`src/hdl/tvad_pkg.sv`:
```
// ----------------------------------------------------------------------------
// tvad_pkg: shared types and constants of the time-varying allpass delay
// Beat payloads, control groups passed between the submodules and fixed widths.
// ----------------------------------------------------------------------------
package tvad_pkg;

	localparam int SAMPLE_W = 16;
	localparam int DELAY_W  = 20;
	localparam int TAU_W    = DELAY_W + 1;
	localparam int FS_W     = 4;
	localparam int Y_W      = 26;
	localparam int DIST_W   = 18;

	localparam logic [DELAY_W-1:0] DELAY_RESET = 20'd512;
	localparam logic [FS_W-1:0]    FS_RESET    = 4'd6;

	typedef struct packed {
		logic signed [SAMPLE_W-1:0] sample;
		logic [DELAY_W-1:0]         target_delay;
	} req_t;

	typedef struct packed {
		logic signed [SAMPLE_W-1:0] out_sample;
		logic                       out_of_range;
	} rsp_t;

	// Result of mapping a read distance onto the history ring.
	typedef struct packed {
		logic oor;
		logic blank;
	} fetch_flags_t;

	typedef struct packed {
		logic load_s1;
		logic load_s2;
		logic first;
	} mac_ctl_t;

endpackage

```
`src/hdl/tvad_addr.sv`:
```
// ----------------------------------------------------------------------------
// tvad_addr: history distance to ring address
// Turns a distance back from the newest sample into a RAM index and flags
// reads outside the ring or of entries not yet written since reset.
// ----------------------------------------------------------------------------
module tvad_addr
	import tvad_pkg::*;
#(
	parameter int DEPTH = 4096,
	localparam int AW = $clog2(DEPTH),
	localparam int FW = $clog2(DEPTH + 1)
) (
	input  logic signed [DIST_W-1:0] span,
	input  logic [AW-1:0]            pos,
	input  logic [FW-1:0]            fill,
	output logic [AW-1:0]            idx,
	output fetch_flags_t             flags
);

	logic [AW:0] d_u;
	logic [AW:0] base;

	always_comb begin
		d_u = span[AW:0];
		flags.oor = (span < 0) || (span >= DIST_W'(DEPTH));
		// Writes run sequentially from index zero, so the last fill entries are the
		// only ones ever written.
		flags.blank = (d_u >= (AW+1)'(fill));
		if ({1'b0, pos} >= d_u) begin
			base = {1'b0, pos} - d_u;
		end else begin
			base = {1'b0, pos} + (AW+1)'(DEPTH) - d_u;
		end
		idx = base[AW-1:0];
	end

endmodule

```
`config.mk`:
```
export PLATFORM = sky130hd
export DESIGN_NAME = tvad_addr
export DESIGN_NICKNAME = d
export VERILOG_FILES = /design/src/hdl/tvad_pkg.sv /design/src/hdl/tvad_addr.sv
export SDC_FILE = /design/constraint.sdc
export NUM_CORES = 1
export LEC_CHECK = 0
export ABC_AREA = 1
export BUFFER_PORTS_ARGS = -buffer_cell sky130_fd_sc_hd__buf_2
export CORE_ASPECT_RATIO = 0.9
export CORE_UTILIZATION = 44
export DETAILED_ROUTE_END_ITERATION = 8
export GPL_TIMING_DRIVEN = 0
export PLACE_DENSITY = 0.89
export SLEW_MARGIN = 30
export SYNTH_ARGS = -nofsm -noshare
export SYNTH_HDL_FRONTEND = slang
export SYNTH_SLANG_ARGS = --single-unit
```
`constraint.sdc`:
```
create_clock -name vclk -period 2.4
set_input_delay 0.72 -clock vclk [all_inputs]
set_output_delay 0.72 -clock vclk [all_outputs]
set_load 0.02 [all_outputs]
```
==> metrics, run 1 <==
WEP type output port; post-GRT worst EP idx[6]; All-Layer GR Usage 0.6305; Die W between 50 and 60 um; Final GP Congestion 0.8172; I/O pin count 57; sequential share of the synthesized area 0; PortBufs 57; GRT overflow 14; hold_buf cts 0; stop err [ERROR GRT-0232] Routing congestion too high. Check the congestion heatmap in the GUI.; Post-Syn Area about 0.0011 mm2; Final HPWL DP about 2.5 mm; run status stopped before the end; Last stage 5_1_grt; YS warnings 0; die height 49.19 um; FP Rows 16; Syn Area/Cell between 5 and 6 um2; Initial Utilization 0.4812; unique cell type count in the Yosys netlist 17; pin count of the biggest net entering global routing 7; Cells after Synth 200; Synthesized Nets ~270
what timing repair did:
| action | CTS |
|---|---|
| resized for setup | 105 |
| setup endpoints to repair | 12 |
| buffers inserted | 13 |
| pin swaps | 33 |
metal layers:
| metal | overflow | GRT usage |
|---|---|---|
| met1 | 0 | 0.6449 |
| met4 | 7 | 0.6795 |
| met5 | 0 | 0.07143 |
| met3 | 0 | 0.3894 |
| met2 | 7 | 0.7967 |
synthesized netlist by cell type:
master | instances | area share
a21oi_1 | 9 | 0.041
fa_1 | 1 | 0.018
ha_1 | 24 | 0.28
inv_1 | 55 | 0.19
inv_2 | 1 | 0.0034
nand2_1 | 62 | 0.21
nand2_2 | 3 | 0.017
nand3_1 | 12 | 0.055
nand3_2 | 3 | 0.028
nand4_1 | 8 | 0.046
nor2_1 | 11 | 0.038
nor2_2 | 1 | 0.0058
nor3_1 | 1 | 0.0046
nor4_1 | 1 | 0.0058
o21ai_0 | 2 | 0.0092
xnor2_1 | 2 | 0.016
xor2_1 | 4 | 0.032
kinds of logic after synthesis:
logic type               count (synthesis)  synth area share
AO/OA/AOI/OAI                           11           0.05057
XOR/XNOR                                 6           0.04828
adder cells (fa/ha/maj)                 25            0.2943
buffers and inverters                   56            0.1931
AND/OR/NAND/NOR                        102            0.4138
metrics by stage:
step | instances | hold WS, ns | setup WS [ns] | area (um2) | setup TNS [ns]
after detailed placement | 284 | 1.776 | -0.5149 | 1489 | -3.167
after CTS | 297 | 1.778 | -0.2826 | 2044 | -1.491
after floorplan | 200 | 1.612 | -0.1853 | 1170 | -0.4902
after global placement | 284 | 1.736 | -0.5166 | 1489 | -2.990
==> run 2, diff against run 1 <==
--- a/config.mk
+++ b/config.mk
@@ -7,11 +7,11 @@
 export LEC_CHECK = 0
 export ABC_AREA = 1
 export BUFFER_PORTS_ARGS = -buffer_cell sky130_fd_sc_hd__buf_2
-export CORE_ASPECT_RATIO = 0.9
-export CORE_UTILIZATION = 44
+export CORE_AREA = 2 2 63 65
 export DETAILED_ROUTE_END_ITERATION = 8
+export DIE_AREA = 0 0 65 67
 export GPL_TIMING_DRIVEN = 0
-export PLACE_DENSITY = 0.89
+export PLACE_DENSITY_LB_ADDON = 0.15
 export SLEW_MARGIN = 30
 export SYNTH_ARGS = -nofsm -noshare
 export SYNTH_HDL_FRONTEND = slang
==> constraint.sdc (replaced) <==
create_clock -name vclk -period 3.1
set_input_delay 0.93 -clock vclk [all_inputs]
set_output_delay 0.93 -clock vclk [all_outputs]
set_load 0.02 [all_outputs]
==> run 2 against run 1 <==
Net effect:
- synthesized area unchanged
- the flow now finishes without violations
- synthesized cell count unchanged
==> metrics, run 2 <==
core box area 0.003606 mm2; critical path's top delay family adder cells; drt pass-1 iters 4; PortBufs 57; All-Layer GR Usage 0.1170; GRT overflow 0; Max Cap Viol 0; Worst Max-Slew Pin Slew 0.2163 ns; leakage a little over 1 nW; Synthesized Nets 268; Seq cells 0; diode count 0; WL per Instance 9.019 um; post-route ant nets 0; pin count of the biggest net entering global routing 7; crit path buf inv count 3; cell taking the most area after synthesis ha_1; TNS Setup 0 ns; unique cell type count in the Yosys netlist 17; Period minus WS final around 3.1 ns; mux contribution to synthesized area 0; fin worst setup slack ~0.012 ns; hold_buf cts 0; number of remaining DRC errors 0; power per cell area about 200 mW/mm2; max-slew violation count 0; initial drt markers 22; Slew headroom 0.8545; Commonest cells post-synth 62 x nand2_1, 55 x inv_1, 24 x ha_1; CP arrival around 2.2 ns; Post-Synth XOR/XNOR Area 0.04828; Final HPWL DP roughly 2.4 mm; clock tree buffer count of the final layout 0; Syn Area/Cell about 5.4 um2; RSZ-0062 raised after global routing yes; Reg area 0 um2; FMAX 323.8 MHz; Final Net Count 330; run status finished, final reports clean; proportion of layout cells with a drive suffix above 1 0.3692; critical path's largest stage delay 0.34 ns; Slowest-stage cell, CP fa_2; Post-Syn Area 0.001089 mm2; sequential share of the synthesized area 0; simple-gate area share of the yosys netlist 0.4138; number of global-route vias before repair around 1100; Crit Path Max Fanout 3; Synth area leaders ha_1 28%, nand2_1 21%, inv_1 19%; final setup fails 0; Most common cell on crit path nand2_2; hold slack final between 2 and 2.5 ns; largest family of logic cells by synthesized area simple AND/OR/NAND/NOR gates; dpl ws -0.2285 ns; CP required about 2.2 ns; Synth Area in Adders 0.2943; crit-path cells buf_8, ha_4, fa_2, inv_2, nand3_2, nand3_4, nand2_2, nand2_2, xor2_2, buf_6; most frequent cells in the layout 56 x nand2_1, 51 x inv_1, 49 x buf_2; Die W about 65 um; Die Footprint around 0.0044 mm2; startpoint types input pin; most common cell after layout, fill and taps aside nand2_1; FP Rows 22; via count between 1000 and 1500; CP Class input pin to output port; Initial Utilization 0.3019; final hold violation count 0; Cells after Synth 200; crit end category output port; antenna violations before repair 0; I/O pin count 57; most frequent cell after synthesis nand2_1; drt via density 4.266; Synth Area in Compound Gates 0.05057; VDD IR max about 0.064 mV; die height around 67 um; Tightest Hold Check Type input pin to output port; Period Utilization, post-route 0.9962; YS warnings 0; global-route wire length before repair 4.209 mm; area share of the largest cell type after synthesis 0.2759; final wirelength around 2.8 mm; synthesis-to-layout area growth 55.17%; Final GP Congestion slightly below 0.8
[run 2: tightest hold or removal path, cell delays in order]
cell and delay, ns:
buf_2 0.08, nor2_1 0.03, nand2_1 0.04, buf_2 0.15
[run 2: worst paths after layout]
path / from / end / slack (ns) / depth (start not counted)
max: span[0] / idx[6] / 0.01 / 10
min: span[16] / flags[1] / 2.16 / 4
[run 2: logic make-up (layout without fill, tap and decap cells)]
| group | after synthesis | count (layout) |
|---|---|---|
| buf+inv | 56 | 116 |
| fa+ha+maj | 25 | 25 |
| xor+xnor | 6 | 6 |
| compound gates | 11 | 11 |
| simple gates | 102 | 102 |
[run 2: metal layers]
metal / global-route usage / vias to the layer above / routed length [um]
met3: 0.001689 / 0 / 76
met5: 0 / - / 0
met4: 0 / 0 / 0
met2: 0.2113 / 19 / 1411
met1: 0.1647 / 556 / 1290
li1: - / 739 / -
[run 2: cell type report]
type,count,area (um2)
Timing Repair Buffer,60,350.3
Fill cell,406,1917
Inverter,56,212.7
Tap cell,48,60.06
Multi-Input combinational cell,144,1066
[run 2: repair_timing]
action | 4_1_cts | 5_1_grt
resized for setup | 17 | 32
setup buffers | 2 | 1
endpoints found under the setup margin | 5 | 8
hold endpoints to repair | 0 | 0
pin swaps | 4 | 5
[run 2: stage by stage]
stage / instance area, um2 / total power [mW] / instances / utilization
2_1_floorplan: 1096 / 0.1854 / 200 / -
3_3_place_gp: 1441 / 0.2712 / 305 / 0.3997
3_5_place_dp: 1441 / 0.2718 / 305 / 0.3997
4_1_cts: 1514 / 0.2891 / 307 / 0.4198
5_1_grt: 1689 / 0.3683 / 308 / 0.4684
6_report: 1689 / 0.3300 / 308 / 0.4684
[run 2: where the power goes]
group          internal, mW  switching [mW]  leakage (nW)
logic                 0.148           0.182          1.02
registers                 0               0             0
clock network             0               0             0
total                 0.148           0.182          1.02
(Power assumes the default switching activity.)
