### config.mk
export PLATFORM = sky130hd
export DESIGN_NAME = tvad_mac
export DESIGN_NICKNAME = d
export VERILOG_FILES = /design/src/hdl/tvad_pkg.sv /design/src/hdl/tvad_mac.sv
export SDC_FILE = /design/constraint.sdc
export NUM_CORES = 2
export LEC_CHECK = 0
export ABC_AREA = 1
export BUFFER_PORTS_ARGS = -buffer_cell sky130_fd_sc_hd__buf_2
export CAP_MARGIN = 40
export CELL_PAD_IN_SITES_DETAIL_PLACEMENT = 0
export CELL_PAD_IN_SITES_GLOBAL_PLACEMENT = 1
export CORE_MARGIN = 2
export CORE_UTILIZATION = 29
export DETAILED_ROUTE_END_ITERATION = 6
export PLACE_DENSITY = 0.63
export SKIP_CTS_REPAIR_TIMING = 1
export SLEW_MARGIN = 15
export SYNTH_ARGS = -nofsm -noshare
export SYNTH_HDL_FRONTEND = slang
export SYNTH_SLANG_ARGS = --single-unit
### constraint.sdc
create_clock -name clk -period 9.7 [get_ports clk]
set_input_delay 1.94 -clock clk [delete_from_list [all_inputs] [get_ports clk]]
set_output_delay 1.94 -clock clk [all_outputs]
set_load 0.03 [all_outputs]
### src/hdl/tvad_pkg.sv
// ----------------------------------------------------------------------------
// tvad_pkg: shared types and constants of the time-varying allpass delay
// Beat payloads, control groups passed between the submodules and fixed widths.
// ----------------------------------------------------------------------------
package tvad_pkg;

	localparam int SAMPLE_W = 16;
	localparam int DELAY_W  = 20;
	localparam int TAU_W    = DELAY_W + 1;
	localparam int FS_W     = 4;
	localparam int Y_W      = 26;
	localparam int DIST_W   = 18;

	localparam logic [DELAY_W-1:0] DELAY_RESET = 20'd512;
	localparam logic [FS_W-1:0]    FS_RESET    = 4'd6;

	typedef struct packed {
		logic signed [SAMPLE_W-1:0] sample;
		logic [DELAY_W-1:0]         target_delay;
	} req_t;

	typedef struct packed {
		logic signed [SAMPLE_W-1:0] out_sample;
		logic                       out_of_range;
	} rsp_t;

	// Result of mapping a read distance onto the history ring.
	typedef struct packed {
		logic oor;
		logic blank;
	} fetch_flags_t;

	typedef struct packed {
		logic load_s1;
		logic load_s2;
		logic first;
	} mac_ctl_t;

endpackage

### src/hdl/tvad_mac.sv
// ----------------------------------------------------------------------------
// tvad_mac: allpass multiply-accumulate
// Two registered steps: the coefficient product, then the sum, rounding and
// saturation into the stored last output.
// ----------------------------------------------------------------------------
module tvad_mac
	import tvad_pkg::*;
#(
	parameter int MAX_FRAME_SHIFT = 10,
	localparam int ALP_W = MAX_FRAME_SHIFT + 10
) (
	input  logic                       clk,
	input  logic                       arst_n,
	input  mac_ctl_t                   ctl,
	input  logic signed [ALP_W-1:0]    alp,
	input  logic signed [SAMPLE_W-1:0] va,
	input  logic signed [SAMPLE_W-1:0] vb,
	output logic signed [Y_W-1:0]      y
);

	localparam int F      = MAX_FRAME_SHIFT + 8;
	localparam int DIFF_W = Y_W + 1;
	localparam int PROD_W = ALP_W + DIFF_W;
	localparam int ACC_W  = PROD_W + 1;
	localparam logic signed [ACC_W-1:0] Y_HI = ACC_W'((1 << (Y_W - 1)) - 1);
	localparam logic signed [ACC_W-1:0] Y_LO = ACC_W'(-(1 << (Y_W - 1)));

	logic signed [DIFF_W-1:0]   diff;
	logic signed [PROD_W-1:0]   prod;
	logic signed [PROD_W-1:0]   prod_s1;
	logic signed [SAMPLE_W-1:0] va_s1;
	logic signed [SAMPLE_W-1:0] vb_s1;
	logic                       first_s1;
	logic signed [ACC_W-1:0]    acc;
	logic signed [ACC_W-1:0]    acc_sh;
	logic signed [Y_W-1:0]      y_next;
	logic signed [Y_W-1:0]      y_q;

	always_comb begin
		diff = (DIFF_W'(va) <<< 8) - DIFF_W'(y_q);
		prod = alp * diff;
	end

	always_ff @(posedge clk) begin
		if (ctl.load_s1) begin
			prod_s1  <= prod;
			va_s1    <= va;
			vb_s1    <= vb;
			first_s1 <= ctl.first;
		end
	end

	always_comb begin
		acc = ACC_W'(prod_s1) + (ACC_W'(vb_s1) <<< (8 + F)) + (ACC_W'(1) <<< (F - 1));
		acc_sh = acc >>> F;
		if (first_s1) begin
			// A frame's first item is a plain read with no interpolation.
			y_next = Y_W'(va_s1) <<< 8;
		end else if (acc_sh > Y_HI) begin
			y_next = Y_HI[Y_W-1:0];
		end else if (acc_sh < Y_LO) begin
			y_next = Y_LO[Y_W-1:0];
		end else begin
			y_next = acc_sh[Y_W-1:0];
		end
	end

	always_ff @(posedge clk or negedge arst_n) begin
		if (!arst_n) begin
			y_q <= '0;
		end else if (ctl.load_s2) begin
			y_q <= y_next;
		end
	end

	assign y = y_q;

endmodule

# --- Word level (Yosys, flattened, before mapping) ---
# Cells that the tools add are included.
totals:
  rom_bits: 0
  memories: 0
  reg_bits: 106
  wordCells: 14
  inputBits: 57
  mem_bits_rw: 0
  latch_bits: 0
  output_inout_bits: 26
op_classes:
  muxes: 3
  bitwise_logic: 0
  order_cmp: 2
  div: 0
  add_sub_neg: 3
  shifts: 0
  n_reduce_logical: 0
  n_eq_ne: 0
  multipliers: 1
op_table:
  columns: ["cell", "n"]
  rows:
  - ["26-bit 2-to-1 mux", 3]
  - ["47-bit by 42-bit adder with 48-bit output", 1]
  - ["48-bit by 19-bit adder with 48-bit output, second input constant", 1]
  - ["20-bit by 27-bit multiplier with 47-bit output", 1]
  - ["30-bit by 26-bit greater-than comparator with 1-bit output, second input constant", 1]
  - ["30-bit by 26-bit < comparator with 1-bit output, second input constant", 1]
  - ["24-bit by 26-bit subtractor with 27-bit output", 1]

# --- Depth between registers and ports, before layout ---
depth:
  ltp_word: 6
  ltp_mapped: 40
  depth_no_buf: 38

# --- Least setup slack after synthesis ---
# OpenSTA, ideal clock, no wires.
synth_path:
  path_type: "input-to-reg"
  from: "in va[13]"
  to: "reg prod_s1[42], data pin"
  t_arrival_ps: 9074
  t_required_ps: 9435
  setup_ps: 265
  path_slack_ps: 361
  path_stages: 27
  cell_sequence: "ha_1 -> a21oi_1 -> o21ai_0 -> a211oi_1 -> o211ai_1 -> or2_2 -> nand2_2 -> inv_1 -> nand2_1 -> fa_1 -> fa_1 -> inv_1 -> fa_1 -> inv_1 -> fa_1 -> inv_1 -> fa_1 -> fa_1 -> inv_1 -> fa_1 -> inv_1 -> ha_1 -> a21oi_1 -> o21ai_0 -> a221oi_1 -> o21ai_0 -> xor2_1"
synth_between:
  elab_chain_cells: 2
synth_lines:
  columns: ["element", "line_no", "source"]
  rows:
  - ["start, declared", "tvad_mac.sv:16", "input logic signed [SAMPLE_W-1:0] va,"]
  - ["24-bit by 26-bit subtractor with 27-bit output", "tvad_mac.sv:40", "diff = (DIFF_W'(va) <<< 8) - DIFF_W'(y_q);"]
  - ["20-bit by 27-bit multiplier with 47-bit output", "tvad_mac.sv:41", "prod = alp * diff;"]
  - ["via prod[42]", "tvad_mac.sv:29", "logic signed [PROD_W-1:0] prod;"]
  - ["end signal, assigned", "tvad_mac.sv:46", "prod_s1 <= prod;"]
  - ["end, declared", "tvad_mac.sv:30", "logic signed [PROD_W-1:0] prod_s1;"]
# The timed path passes the listed nets, and every way through them passes these cells.
# A chain may end at the register's enable or synchronous reset.

# --- Final worst setup path ---
layout_path:
  from: "in va[1]"
  to: "reg prod_s1[40], data pin"
# The elaborated chain is that of the path after synthesis.

==> results.yml <==
status:
  status: "finished clean"
cells_and_area:
  final_common_cell: "inv_1"
  num_antenna_cells: 0
  num-fill-cells: 9433
  drive_above_1_share: 0.168
  multiInputGateArea_um2: 20100
  register_area_um2: 2540
  final_nets: 4328
  layout_common_cells: "819 x inv_1, 677 x nand2_1, 539 x fa_1"
  syn2layout_area_growth_pct: 20.0
clock_tree:
  clockBufferDepth: 2
  path_clk_slew_ns: 0.06
  cts_tree: "yes"
  cts_root_buffer: "clkbuf_16"
  cts_max_level: 3
  cts_sinks: 89
  numCtsBuffers: 9
  clkLatencyLatePin_ns: 0.38
logic_synthesis:
  seq_area_frac_synth: 0.0990
  synth-seq-cells: 89
  synth-edff-count: 63
  synth.avg_cell_area_um2: 8.02
  yosysWarnings: 0
  synth.cell_area_um2: 25700
  synth.distinct_cells: 50
  synthArstFlopShare: 0.292
  synth_nets: 3963
  syn_inst: 3202
  synth_ff_type: "edfxtp_1"
setup_path:
  end_kind: "flip-flop"
  worstSetupStartpointType: "input port"
  crit_arrival_ns: 9.67
  slowest_stage: "fa_1"
  cp_max_fo: 6
  cp_slowest_stage_delay_ns: 0.55
  critical_path_class: "input port to flip-flop"
  required_ns: 9.81
global_route:
  grt_most_used_layer: "met2"
  grt_max_degree: 41
  grt_pass1_vias: 22700
  met1_usage: 0.253
  grt_usage: 0.192
  antenna_found_initial: 2
  overflow: 0
  met3_usage: 0.0296
  grt_use_met2: 0.326
  grt_pass1_wl_um: 132000
placement:
  dp_hpwl_um: 74400
  port_buffers: 82
  gp_congestion: 0.923
timing:
  hold_viol: 0
  fmax_ghz: 0.105
  rsz0062_at_grt: "true"
  max_slew_margin: 0.467
  hold_ws_ns: 0.512
  finClkSkew_ns: 0.00714
  setup_viol: 0
  worst_slew_pin_slew_ns: 0.793
  fin_crit_ns: 9.56
  drv_slew: 0
  fin_crit_sh: 0.985
route:
  num_vias: 21300
  drc: 0
  ant_nets: 0
  wl_um: 85100
  firstDrtPassIters: 7
  wl_per_cell_um: 18.0
  vias_per_cell: 4.49
  drt_iter0_drc: 1123
floorplanning:
  ioPinCount: 83
  dieArea_um2: 91000
  row_count: 109
  coreArea_um2: 88100
  start_util: 0.292
  die_width_um: 302
  die_h_um: 302
run:
  drv_cap: 0
worst_hold_path:
  worstHoldPathType: "flip-flop to flip-flop"
[layer usage]
metal  vias up  routed length [um]  part of all wire
met2       482               40900              0.48
met4         4                2350             0.028
li1      10100                   -                 -
met1     10600               37300              0.44
met3        97                4550             0.054
met5         -                  26           0.00031
[registers in the layout, summed over array words and instances, names as in the netlist]
| name | flops |
|---|---|
| first_s1 | 1 |
| prod_s1 | 30 |
| vb_s1 | 16 |
| y | 26 |
| va_s1 | 16 |
[final timing paths]
kind                            depth (start not counted)  slack (ns)                     to               from
max in group asynchronous                               1        7.64      y[10]$_DFFE_PN0P_             arst_n
worst max-delay path                                   34        0.14  prod_s1[40]$_DFFE_PP_              va[1]
worst min register to register                          2        0.51      y[20]$_DFFE_PN0P_  y[20]$_DFFE_PN0P_
min in group asynchronous                               1        1.61      y[17]$_DFFE_PN0P_             arst_n
worst max register to register                         32        1.14  prod_s1[40]$_DFFE_PP_   y[0]$_DFFE_PN0P_
worst min-delay path                                    2        0.51      y[20]$_DFFE_PN0P_  y[20]$_DFFE_PN0P_
[logic make-up (layout without fill, tap and decap cells)]
logic type               Yosys count  after routing  synth area share
adder cells (fa/ha/maj)          704            704             0.502
AO/OA/AOI/OAI                    217            217            0.0489
XOR/XNOR                          67             67            0.0246
AND/OR/NAND/NOR                 1204           1204             0.188
flip-flops                        89             89            0.0990
buffers and inverters            921           1291             0.137
[layout make-up]
type,count,share of cell area
clock buffers,10,0.00743
well taps,1165,0.0473
repair inverters,1,0.000244
clock inverters,6,0.00268
multi-input cells,2192,0.653
repair buffers,439,0.105
flip-flops and latches,89,0.0825
inverters,835,0.102
[per-stage QoR]
stage	setup slack, ns	cells	area (um^2)	utilization	setup TNS (ns)
global route	-0.0747	4737	30800	0.350	-0.136
global placement	-0.804	4704	29800	0.339	-6.27
CTS	-0.440	4721	30200	0.343	-1.26
detailed placement	-0.826	4705	29900	0.339	-6.70
floorplan	0.361	3202	25700	-	0
finish	0.144	4737	30800	0.350	0
[worst max-delay path, delay by kind of cell]
family / cells / cell delay [ns]
simple gates: 8 / 1.48
fa+ha+maj: 9 / 4.10
buf+inv: 12 / 1.31
xor+xnor: 1 / 0.11
compound gates: 4 / 0.67
[synthesized netlist by cell type, types with 2 or more instances]
master | count | share of area
o21ai_0 | 58 | 0.011
or2_2 | 27 | 0.0066
o21bai_1 | 8 | 0.0023
xor2_1 | 38 | 0.013
nand2_2 | 5 | 0.0012
a31oi_1 | 13 | 0.0032
o21a_1 | 5 | 0.0015
nor3_2 | 2 | 0.00078
edfxtp_1 | 63 | 0.074
inv_1 | 824 | 0.12
buf_2 | 6 | 0.0012
a211oi_1 | 5 | 0.0015
a21boi_0 | 3 | 0.00088
fa_1 | 545 | 0.42
ha_1 | 159 | 0.077
clkbuf_1 | 68 | 0.0099
buf_4 | 4 | 0.0012
inv_2 | 5 | 0.00073
o2111ai_1 | 3 | 0.0010
dfrtp_1 | 26 | 0.025
and3_1 | 2 | 0.00049
xnor2_1 | 26 | 0.0089
nor4_1 | 8 | 0.0019
clkinv_1 | 6 | 0.00088
nand3_2 | 3 | 0.0012
nor2_1 | 366 | 0.053
nand4_1 | 20 | 0.0049
nand3b_1 | 2 | 0.00058
o211ai_1 | 2 | 0.00058
nor2_2 | 12 | 0.0029
xor2_4 | 2 | 0.0021
buf_1 | 2 | 0.00029
a21oi_1 | 95 | 0.019
nand3_1 | 58 | 0.011
nand2_1 | 684 | 0.10
o31ai_1 | 2 | 0.00058
a21o_1 | 15 | 0.0044
buf_6 | 5 | 0.0022
nor3_1 | 14 | 0.0027
Power is left out: the tool's default activity adds up to more than one toggle a clock period on the data nets, which glitch-free logic cannot reach.
